## src/rtl/core/pbcs_pkg.sv

```systemverilog
// pbcs_pkg: shared types, codes and arithmetic helpers for the PME B-spline
// charge spreading block. No dependencies.
package pbcs_pkg;

  localparam int WB  = 31;   // spline weight, unsigned Q1.30 (never above 1.0)
  localparam int QB  = 48;   // scaled charge magnitude, Q.32
  localparam int DRB = 30;   // offset within a cell, unsigned Q0.30
  localparam int CB  = 15;   // width of flat cell index ports
  localparam logic [WB-1:0] W_ONE = 31'h4000_0000;

  typedef enum logic [1:0] {
    CMD_SPREAD = 2'd0,
    CMD_READ   = 2'd1,
    CMD_RDCLR  = 2'd2
  } pbcs_cmd_e;

  localparam logic [2:0] REG_RECIP_XX     = 3'd0;
  localparam logic [2:0] REG_RECIP_YX     = 3'd1;
  localparam logic [2:0] REG_RECIP_YY     = 3'd2;
  localparam logic [2:0] REG_RECIP_ZX     = 3'd3;
  localparam logic [2:0] REG_RECIP_ZY     = 3'd4;
  localparam logic [2:0] REG_RECIP_ZZ     = 3'd5;
  localparam logic [2:0] REG_CHARGE_SCALE = 3'd6;

  typedef struct packed {
    logic [30:0] recip_xx;
    logic [31:0] recip_yx;
    logic [30:0] recip_yy;
    logic [31:0] recip_zx;
    logic [31:0] recip_zy;
    logic [30:0] recip_zz;
    logic [31:0] charge_scale;
  } pbcs_cfg_t;

  typedef struct packed {
    logic spread;
    logic clear;
    logic neg;
    logic skip;
    logic in_range;
  } pbcs_ctrl_t;

  typedef struct packed {
    logic full;
    logic empty;
  } pbcs_fifo_st_t;

  // magnitude times Q1.30 weight, truncated, modulo 2^64
  function automatic logic [63:0] mulw(input logic [63:0] mag, input logic [WB-1:0] w);
    logic [62:0] hp;
    logic [62:0] lp;
    hp = mag[63:32] * w;
    lp = mag[31:0] * w;
    return {hp[61:0], 2'b00} + 64'(lp[62:30]);
  endfunction

  // eight restoring steps of a division by a small divisor: {remainder, quotient byte}
  function automatic logic [10:0] div_byte(input logic [2:0] rem, input logic [7:0] din,
                                            input logic [2:0] d);
    logic [2:0] r;
    logic [3:0] t;
    logic [7:0] qb;
    r  = rem;
    qb = '0;
    for (int i = 7; i >= 0; i--) begin
      t = {r, din[i]};
      if (t >= {1'b0, d}) begin
        r     = 3'(t - {1'b0, d});
        qb[i] = 1'b1;
      end else begin
        r = t[2:0];
      end
    end
    return {r, qb};
  endfunction

endpackage

```

## src/rtl/core/pbcs_fifo.sv

```systemverilog
// pbcs_fifo: two-entry queue between the front end and the grid engine.
// Depends on pbcs_pkg.
module pbcs_fifo #(
  parameter int W = 8
) (
  input  logic                    clk_i,
  input  logic                    rst_ni,
  input  logic                    push_i,
  input  logic [W-1:0]            data_i,
  input  logic                    pop_i,
  output logic [W-1:0]            data_o,
  output pbcs_pkg::pbcs_fifo_st_t st_o
);
  import pbcs_pkg::*;

  logic [W-1:0] buf_q [2];
  logic wp_q, rp_q;
  logic [1:0] cnt_q;

  assign data_o   = buf_q[rp_q];
  assign st_o.full  = (cnt_q == 2'd2);
  assign st_o.empty = (cnt_q == 2'd0);

  always_ff @(posedge clk_i) begin
    if (push_i) buf_q[wp_q] <= data_i;
  end

  always_ff @(posedge clk_i or negedge rst_ni) begin
    if (!rst_ni) begin
      wp_q  <= 1'b0;
      rp_q  <= 1'b0;
      cnt_q <= '0;
    end else begin
      if (push_i) wp_q <= ~wp_q;
      if (pop_i) rp_q <= ~rp_q;
      cnt_q <= cnt_q + 2'(push_i) - 2'(pop_i);
    end
  end

endmodule

```

## config.mk

```make
export PLATFORM = sky130hd
export DESIGN_NAME = pbcs_fifo
export DESIGN_NICKNAME = d
export VERILOG_FILES = /design/src/rtl/core/pbcs_pkg.sv /design/src/rtl/core/pbcs_fifo.sv
export SDC_FILE = /design/constraint.sdc
export NUM_CORES = 1
export LEC_CHECK = 0
export ABC_AREA = 1
export BUFFER_PORTS_ARGS = -buffer_cell sky130_fd_sc_hd__buf_2
export CAP_MARGIN = 20
export CORE_UTILIZATION = 49
export DETAILED_ROUTE_END_ITERATION = 16
export PLACE_DENSITY = 0.75
export REMOVE_ABC_BUFFERS = 1
export SLEW_MARGIN = 0
export SYNTH_ARGS = -nofsm -noshare
export SYNTH_HDL_FRONTEND = slang
export SYNTH_SLANG_ARGS = --single-unit
```

## constraint.sdc

```tcl
create_clock -name clk_i -period 1.7 [get_ports clk_i]
set_clock_uncertainty 0.2 [all_clocks]
set_input_delay 0.17 -clock clk_i [delete_from_list [all_inputs] [get_ports clk_i]]
set_output_delay 0.17 -clock clk_i [all_outputs]
set_load 0.05 [all_outputs]
```

Word level (Yosys, flattened, before mapping)
Memories as Yosys holds them, arrays and structs flattened.
Index checks and enable logic that the tools add are counted.
W data, S select, Z words.
{"block": "op_classes", "reduce_logical": 1, "n_addsub": 2, "bitwise_logic": 2, "mux": 2, "eq_ne": 1}
{"operator": "$add A2 B1 Y2", "n": 1}
{"operator": "$eq A2 B2 Y1 const B", "n": 1}
{"operator": "$logic_not A2 Y1", "n": 1}
{"operator": "$mux W1", "n": 2}
{"operator": "$not A1 Y1", "n": 2}
{"operator": "$sub A2 B1 Y2", "n": 1}
{"block": "totals", "out_inout_bits": 10, "reg_bits": 4, "word_cells": 12, "mem_count": 1, "inputBits": 12, "mem_bits_rw": 16}
{"name": "buf_q", "words": 2, "word_bits": 8, "read_ports": 1, "rd_ports_with_merged_regs": 0, "write_ports": 1, "line_no": "pbcs_fifo.sv:16", "text": "logic [W-1:0] buf_q [2];"}

Longest topological paths before layout
Gate-level depths: netlist of the first run.
{"block": "depth", "word_depth": 2, "depth_mapped": 7, "depth_no_buf": 7}

Least setup slack after synthesis of the first run
OpenSTA, ideal clock, no wires.
{"block": "synth_timing", "path_type": "register -> output", "start": "register rp_q", "end": "output port data_o[0]", "n_path_buf": 1, "required_time_ns": 1.330, "stages_incl_launch_ff": 3, "arrival_ns": 1.591, "path_slack_ns": -0.261, "path_cell_list": "dfrtp_1 -> buf_6 -> o21ai_0"}
{"block": "synth_via", "elab_chain_cells": 1}
{"item": "start: declaration", "line_no": "pbcs_fifo.sv:17", "text": "logic wp_q, rp_q;"}
{"item": "start signal: assignment", "line_no": "pbcs_fifo.sv:35", "text": "if (pop_i) rp_q <= ~rp_q;"}
{"item": "$mem_v2 Z2 W8"}
{"item": "end: declaration", "line_no": "pbcs_fifo.sv:11", "text": "output logic [W-1:0] data_o,"}
No other way between the ends.

Worst setup path in the final report of the first run
{"block": "layout_timing", "start": "register rp_q", "end": "output port data_o[7]"}
The elaborated chain is that of the path after synthesis.

==> impl_metrics.json, run 1 <==
{
  "initial_core_util_pct": 53.9,
  "grt_max_degree": 18,
  "fin_crit_sh_pct": 101,
  "grt_pass1_vias": 525,
  "multi_input_area_um2": 166,
  "detail-route-antenna-nets": 0,
  "maxSlewHeadroom_pct": 77.5,
  "post-place-cells": 103,
  "hold_path.class": "reg -> reg",
  "cts_buffer_depth": 2,
  "worst-slew-pin-transition_ps": 337,
  "slowest_delay_ps": 440,
  "placed_area_um2": 932,
  "fin_cells": 122,
  "violations": "setup timing",
  "vias": 596,
  "design_area_um2": 1180,
  "grtUsageTotal_pct": 16.2,
  "crit_top_cell": "buf_4",
  "root_buffer": "clkbuf_4",
  "fmax_mhz": 580,
  "core_um2": 1540,
  "grt_pass1_wl_um": 2130,
  "r2r_slack_ps": 350,
  "antennaDiodeCount": 0,
  "max-vdd-ir-drop_uv": 1140,
  "dieArea_um2": 1860,
  "synth-seq-area-share_pct": 69.9,
  "syn_inst": 67,
  "setup_slack_ps": -22.7,
  "post_drt_wl_per_cell_um": 12.1,
  "dieWidth_um": 43.2,
  "io_pins": 22,
  "syn2layout_area_growth_pct": 41.7,
  "netlist_area_um2": 831,
  "status": "finished with violations",
  "clk_pin_slew_ps": 110,
  "cp_slowest_cell": "dfrtp_2",
  "cellLeakagePower_uw": 0.000552,
  "fin_crit_ps": 1720,
  "whs_ps": 300,
  "seq_area_um2": 582,
  "cp.required_ps": 1330,
  "ys_warn_count": 0,
  "routed_wl_um": 1470,
  "firstDrtPassIters": 4,
  "slew_viol_final": 0,
  "port_buffers": 21,
  "dieHeight_um": 43.2,
  "hpwl_um": 837,
  "start_kind": "register",
  "nNetsFinal": 121,
  "cp_data_arrival_time_ps": 1350,
  "rows": 14,
  "clock_latency_ps": 290,
  "maxCapViolCount": 0,
  "viasPerCell": 4.89,
  "cts_tree": "done",
  "dpl_worst_slack_ps": 175,
  "syn_area_per_cell_um2": 12.4,
  "drive_gt1_share_pct": 31.1,
  "cp_cell_sequence": "buf_4 -> o21ai_0 -> buf_4",
  "synth-seq-cells": 20,
  "grt_antenna_before_repair": 0,
  "worstSetupEndpointType": "output port",
  "hold_viol_final": 0,
  "place.gp.congestion": 0.774,
  "worstPathMaxFanout": 8,
  "critPathKind": "reg -> out",
  "cts.sinks": 20,
  "htreeDepth": 1,
  "num-fill-cells": 111,
  "cts_buffers": 3,
  "grt_overflow": 0,
  "drt_iter0_drc": 13,
  "rsz0062_at_grt": "true",
  "setup_viol": 2,
  "drc": 0,
  "powerDensity_nw_per_um2": 1860,
  "ys_types": 12
}
-- critical path, delay by kind of cell, from the launching register on --
| family | cells | cell delay [ps] |
|---|---|---|
| compound gates | 1 | 200 |
| buf+inv | 2 | 410 |
| flops | 1 | 440 |
-- state kept, by name (all words and copies together) (netlist names) --
| register | flops |
|---|---|
| wp_q | 1 |
| buf_q | 16 |
| rp_q | 1 |
| cnt_q | 2 |
-- final cells by class --
class / instances / area share, %
clock buffer: 3 / 1.91
tap: 16 / 1.70
sequential: 20 / 49.4
inverter: 15 / 4.78
timing repair buffer: 37 / 25.5
clock inverter: 1 / 2.55
multi-input combinational: 30 / 14.1
-- power by group --
part / internal (µW) / switching (µW)
sequential: 667 / 57.7
clock: 238 / 143
combinational: 353 / 735
-- what timing repair did --
action,in CTS,in global routing
gates resized for setup,4,15
hold endpoints to repair,23,0
setup buffers,0,2
cloned,0,0
endpoints found under the setup margin,8,9
hold buffers,13,0
-- synth_stat cells --
cell type / number / area, µm²
nand3_1: 1 / 5.00
o21ai_2: 3 / 26.3
dfrtp_1: 4 / 100
xor2_1: 2 / 17.5
o21ai_0: 5 / 25.0
buf_12: 1 / 20.0
inv_1: 15 / 56.3
ha_1: 2 / 25.0
edfxtp_1: 16 / 480
buf_6: 1 / 11.3
nor2_1: 3 / 11.3
nand2_1: 14 / 52.6
-- per-stage QoR --
step	total power, µW	utilization, %	TNS [ps]
CTS	2040	72.7	0
floorplan	1410	-	-1780
finish	2190	76.4	-24.1
global route	2300	76.4	-171
global placement	1590	60.5	0
detailed placement	1610	60.5	0
-- cell usage in the layout, fill, tap and decap left out --
cell,instances
dlygate4sd3_1,13
nand3_1,1
clkbuf_4,5
xor2_1,2
edfxtp_1,16
buf_6,2
o21ai_0,3
buf_2,12
bufinv_16,1
buf_4,7
nand2_1,14
ha_1,2
inv_1,15
buf_12,1
o21ai_2,4
dfrtp_1,3
o21ai_1,1
nor2_1,3
dfrtp_2,1
-- kinds of logic (layout without fill, tap and decap cells) --
logic type / count (synthesis) / after routing / synth area share, %
compound gates: 8 / 8 / 6.17
buf+inv: 17 / 56 / 10.5
flops: 20 / 20 / 69.9
simple gates: 18 / 18 / 8.28
xor+xnor: 2 / 2 / 2.11
fa+ha+maj: 2 / 2 / 3.01
-- path summary, 6_finish.rpt --
| check | startpoint | to | depth (start not counted) |
|---|---|---|---|
| min in group asynchronous | rst_ni | wp_q$_DFFE_PN0P_ | 3 |
| hold / removal | wp_q$_DFFE_PN0P_ | wp_q$_DFFE_PN0P_ | 1 |
| setup / recovery | rp_q$_DFFE_PN0P_ | data_o[7] | 3 |
| max in group asynchronous | rst_ni | rp_q$_DFFE_PN0P_ | 4 |
| hold reg to reg | wp_q$_DFFE_PN0P_ | wp_q$_DFFE_PN0P_ | 1 |
| setup reg to reg | cnt_q[0]$_DFF_PN0_ | cnt_q[1]$_DFF_PN0_ | 6 |
-- metal layers --
| layer | part of all wire [%] | track usage, % |
|---|---|---|
| met5 | 0 | 0 |
| met4 | 1.4 | 5.45 |
| met3 | 5.6 | 3.83 |
| met2 | 53 | 29.0 |
| met1 | 40 | 18.9 |
(Power assumes the default switching activity.)
==> run 2, diff against run 1 <==
- CTS_BUF_LIST: unset -> sky130_fd_sc_hd__clkbuf_16
- REMOVE_ABC_BUFFERS: 1 -> unset
==> impl_metrics.json, run 2 (synthesis gave the netlist of run 1 again) <==
{
  "status": "finished, final reports clean",
  "seqPwrFrac_pct": 33.7,
  "fin_crit_sh_pct": 95.5,
  "firstDrtPassIters": 3,
  "swShare_pct": 40.4,
  "p_int_uw": 1360,
  "post_drt_wl_per_cell_um": 12.0,
  "antennaDiodeCount": 0,
  "grt_max_degree": 18,
  "syn2layout_area_growth_pct": 38.9,
  "maxSlewHeadroom_pct": 78.9,
  "powerDensity_nw_per_um2": 1980,
  "report.power.total_uw": 2290,
  "clock_latency_ps": 260,
  "fin_crit_ps": 1620,
  "place.gp.congestion": 0.776,
  "dpl_worst_slack_ps": 162,
  "worstPathMaxFanout": 17,
  "nNetsFinal": 117,
  "grt_pass1_vias": 564,
  "cp_data_arrival_time_ps": 1250,
  "hold_path.class": "in -> async",
  "cts_buffers": 3,
  "hpwl_um": 886,
  "detail-route-antenna-nets": 0,
  "rows": 14,
  "critPathKind": "reg -> out",
  "p_switching_uw": 926,
  "clk_pin_slew_ps": 60,
  "grtUsageTotal_pct": 19.1,
  "slew_viol_final": 0,
  "port_buffers": 21,
  "fmax_mhz": 616,
  "largest_register_ffs": 16,
  "hold_viol_final": 0,
  "dieArea_um2": 1860,
  "dieWidth_um": 43.2,
  "grt_overflow": 0,
  "setup_slack_ps": 76.9,
  "setup_viol": 0,
  "cp.required_ps": 1330,
  "grt_pass1_wl_um": 2360,
  "io_pins": 22,
  "final_cell_mix": "19 x buf_2, 16 x edfxtp_1, 15 x inv_1",
  "reg.largest.list": "buf_q x16, cnt_q x2",
  "dieHeight_um": 43.2,
  "viasPerCell": 4.77,
  "final_common_cell": "buf_2",
  "maxCapViolCount": 0,
  "r2r_slack_ps": 350,
  "root_buffer": "clkbuf_16",
  "drt_iter0_drc": 5,
  "power.share.clock_pct": 28.3,
  "cellLeakagePower_uw": 0.000544,
  "max-vdd-ir-drop_uv": 1420,
  "mappedNetlistNets": 81,
  "top_register": "buf_q",
  "cts_buffer_depth": 2,
  "rsz0062_at_grt": "false",
  "worst-slew-pin-transition_ps": 316,
  "initial_core_util_pct": 53.9,
  "drive_gt1_share_pct": 29.4,
  "grt_antenna_before_repair": 0,
  "cts.sinks": 20,
  "vias": 563,
  "start_kind": "register",
  "combPwrFrac_pct": 38.1,
  "htreeDepth": 1,
  "cts_tree": "done",
  "drc": 0,
  "core_um2": 1540,
  "worstSetupEndpointType": "output port",
  "routed_wl_um": 1410
}
[run 2: cell types whose count changed in the layout (fill, tap and decap cells not counted), sizes merged]
cell / previous run / this run
dlygate4sd3: 13 / 11
buf: 22 / 21
clkbuf: 5 / 4
[run 2: final cells by class]
class,count,area [µm²]
repair buffers,33,228
well taps,16,20.0
multi-input cells,30,163
flip-flops and latches,20,582
clock buffers,3,75.1
inverters,15,56.3
clock inverters,1,30.0
fillers,107,388
[run 2: final timing paths]
check                                    from  depth (start not counted)                  to
max                          rp_q$_DFFE_PN0P_                          2           data_o[1]
max in group asynchronous              rst_ni                          2    rp_q$_DFFE_PN0P_
min reg2reg                  wp_q$_DFFE_PN0P_                          1    wp_q$_DFFE_PN0P_
max reg2reg                cnt_q[0]$_DFF_PN0_                          7  cnt_q[1]$_DFF_PN0_
min                                    rst_ni                          2    wp_q$_DFFE_PN0P_
min in group clk_i           wp_q$_DFFE_PN0P_                          1    wp_q$_DFFE_PN0P_
[run 2: what timing repair did]
action / CTS / global route
gates cloned: 0 / 0
hold buffers: 11 / 0
endpoints found under the setup margin: 8 / 2
resized for setup: 1 / 3
setup buffers: 0 / 0
hold endpoints to repair: 23 / 0
[run 2: per-stage QoR]
step	hold WS, ps	cells	util, %	instance area (µm²)	TNS [ps]
6_report	73.3	118	74.8	1150	0
5_1_grt	86.8	118	74.8	1150	0
4_1_cts	44.4	118	74.5	1150	0
3_5_place_dp	-213	103	60.5	932	0
3_3_place_gp	-217	103	60.5	932	0
2_1_floorplan	-326	67	-	831	-1300
[run 2: routing by layer]
metal / routed length [µm] / part of all wire [%] / GRT usage, %
met5: 0 / 0 / 0
met4: 39 / 2.8 / 12.7
met3: 53 / 3.8 / 7.66
met2: 792 / 56 / 31.0
met1: 527 / 37 / 20.1
[run 2: critical path: stages (launching register included)]
cell     delay [ps]
dfrtp_2         510
o21ai_0         200
buf_2           290
[run 2: power groups by stage]
| stage | Clock, µW | Sequential (µW) | Combinational [µW] |
|---|---|---|---|
| CTS | 656 | 774 | 868 |
| global placement | 0 | 771 | 820 |
| global route | 684 | 790 | 932 |
| floorplan | 0 | 715 | 782 |
| finish | 647 | 772 | 871 |
| detailed placement | 0 | 778 | 841 |
==> run 3, diff against run 2 <==
- REMOVE_ABC_BUFFERS: unset -> 1
==> impl_metrics.json, run 3 (synthesis gave the netlist of run 1 again) <==
{
  "grt_antenna_before_repair": 0,
  "worstPathMaxFanout": 8,
  "reg2reg_depth": 6,
  "antennaDiodeCount": 0,
  "worst-slew-pin-transition_ps": 337,
  "cp_slowest_cell": "dfrtp_2",
  "fmax_mhz": 610,
  "vias": 568,
  "r2r_slack_ps": 360,
  "powerDensity_nw_per_um2": 2010,
  "final_core_util_pct": 77.1,
  "dieWidth_um": 43.2,
  "fin_crit_ps": 1640,
  "design_area_um2": 1190,
  "start_kind": "register",
  "grt_max_degree": 18,
  "cp_data_arrival_time_ps": 1270,
  "grtUsageTotal_pct": 17.5,
  "cellLeakagePower_uw": 0.000560,
  "critPathKind": "reg -> out",
  "syn2layout_area_growth_pct": 43.1,
  "nNetsFinal": 119,
  "rr_startpoint": "cnt_q[0]$_DFF_PN0_",
  "grt_pass1_wl_um": 2300,
  "grt_pass1_vias": 553,
  "drc": 0,
  "slew_viol_final": 0,
  "routed_wl_um": 1440,
  "cts_buffers": 3,
  "clk_pin_slew_ps": 60,
  "port_buffers": 21,
  "drive_gt1_share_pct": 30.8,
  "placed_area_um2": 932,
  "drt_iter0_drc": 8,
  "crit_buf_inv": 2,
  "fin_crit_sh_pct": 96.5,
  "dieHeight_um": 43.2,
  "worstSetupEndpointType": "output port",
  "io_pins": 22,
  "max-vdd-ir-drop_uv": 1130,
  "root_buffer": "clkbuf_16",
  "core_um2": 1540,
  "slowest_delay_ps": 420,
  "post-place-cells": 103,
  "cts_buffer_depth": 2,
  "hpwl_um": 837,
  "cts_tree": "done",
  "dieArea_um2": 1860,
  "cp.required_ps": 1330,
  "reg2reg_to": "cnt_q[1]$_DFF_PN0_",
  "hold_viol_final": 0,
  "place.gp.congestion": 0.774,
  "clock_latency_ps": 250,
  "hold_path.class": "in -> async",
  "post_drt_wl_per_cell_um": 12.0,
  "reg.largest.list": "buf_q x16, cnt_q x2",
  "top_register": "buf_q",
  "whs_ps": 64.7,
  "report.power.total_uw": 2390,
  "cp_top_family": "flip-flops",
  "cp_cell_sequence": "clkbuf_4 -> o21ai_0 -> buf_4",
  "setup_viol": 0,
  "grt_overflow": 0,
  "num-fill-cells": 111,
  "status": "finished, final reports clean",
  "rows": 14,
  "final_cell_mix": "16 x edfxtp_1, 16 x buf_2, 15 x inv_1",
  "htreeDepth": 1,
  "firstDrtPassIters": 4,
  "cts.sinks": 20,
  "initial_core_util_pct": 53.9,
  "detail-route-antenna-nets": 0,
  "maxSlewHeadroom_pct": 77.5,
  "largest_register_ffs": 16,
  "viasPerCell": 4.73,
  "maxCapViolCount": 0,
  "fin_cells": 120
}
run 3: metal layers:
layer / vias to the layer above / part of all wire, % / track usage [%] / routed length, µm
met5: - / 0 / 0 / 0
met2: 11 / 53 / 29.3 / 763
met3: 4 / 2.3 / 3.83 / 33
li1: 289 / - / - / -
met4: 0 / 1.3 / 7.27 / 19
met1: 264 / 43 / 21.7 / 626
run 3: what timing repair did:
item                                    CTS  global route
gates resized for setup                   1            11
hold buffers                             11             0
buffers inserted                          0             2
endpoints found under the hold margin    22             0
endpoints found under the setup margin    8             4
run 3: worst max path at each step:
stage | start | to | slack (ps) | cells past startpoint
detailed placement | rp_q$_DFFE_PN0P_ | data_o[5] | 180 | 3
global route | rp_q$_DFFE_PN0P_ | data_o[7] | -4 | 3
finish | rp_q$_DFFE_PN0P_ | data_o[7] | 60 | 3
CTS | rp_q$_DFFE_PN0P_ | data_o[7] | 20 | 2
global placement | rp_q$_DFFE_PN0P_ | data_o[1] | 210 | 3
floorplan | rp_q$_DFFE_PN0P_ | data_o[0] | -360 | 1
run 3: where the power goes:
part | switching (µW) | total, µW | internal, µW
combinational | 721 | 1030 | 310
sequential | 57.6 | 727 | 669
clock | 170 | 637 | 467
total | 948 | 2390 | 1450
run 3: stage by stage:
stage	setup TNS, ps	worst slack, ps
after floorplan	-1780	-356
after global placement	0	211
after detailed placement	0	175
after CTS	0	18.1
after global routing	-3.90	-3.90
final	0	60.1
run 3: area by class of cell:
class	count	area, µm²	area share, %
clock inverters	1	30.0	2.53
flip-flops and latches	20	582	48.9
well taps	16	20.0	1.68
multi-input cells	30	163	13.7
repair buffers	35	263	22.1
inverters	15	56.3	4.74
clock buffers	3	75.1	6.32
run 3: worst register-to-register path, delay by kind of cell (launching register included):
family / cells / cell delay, ps
fa+ha+maj: 2 / 440
simple gates: 2 / 140
flops: 1 / 360
buf+inv: 2 / 90
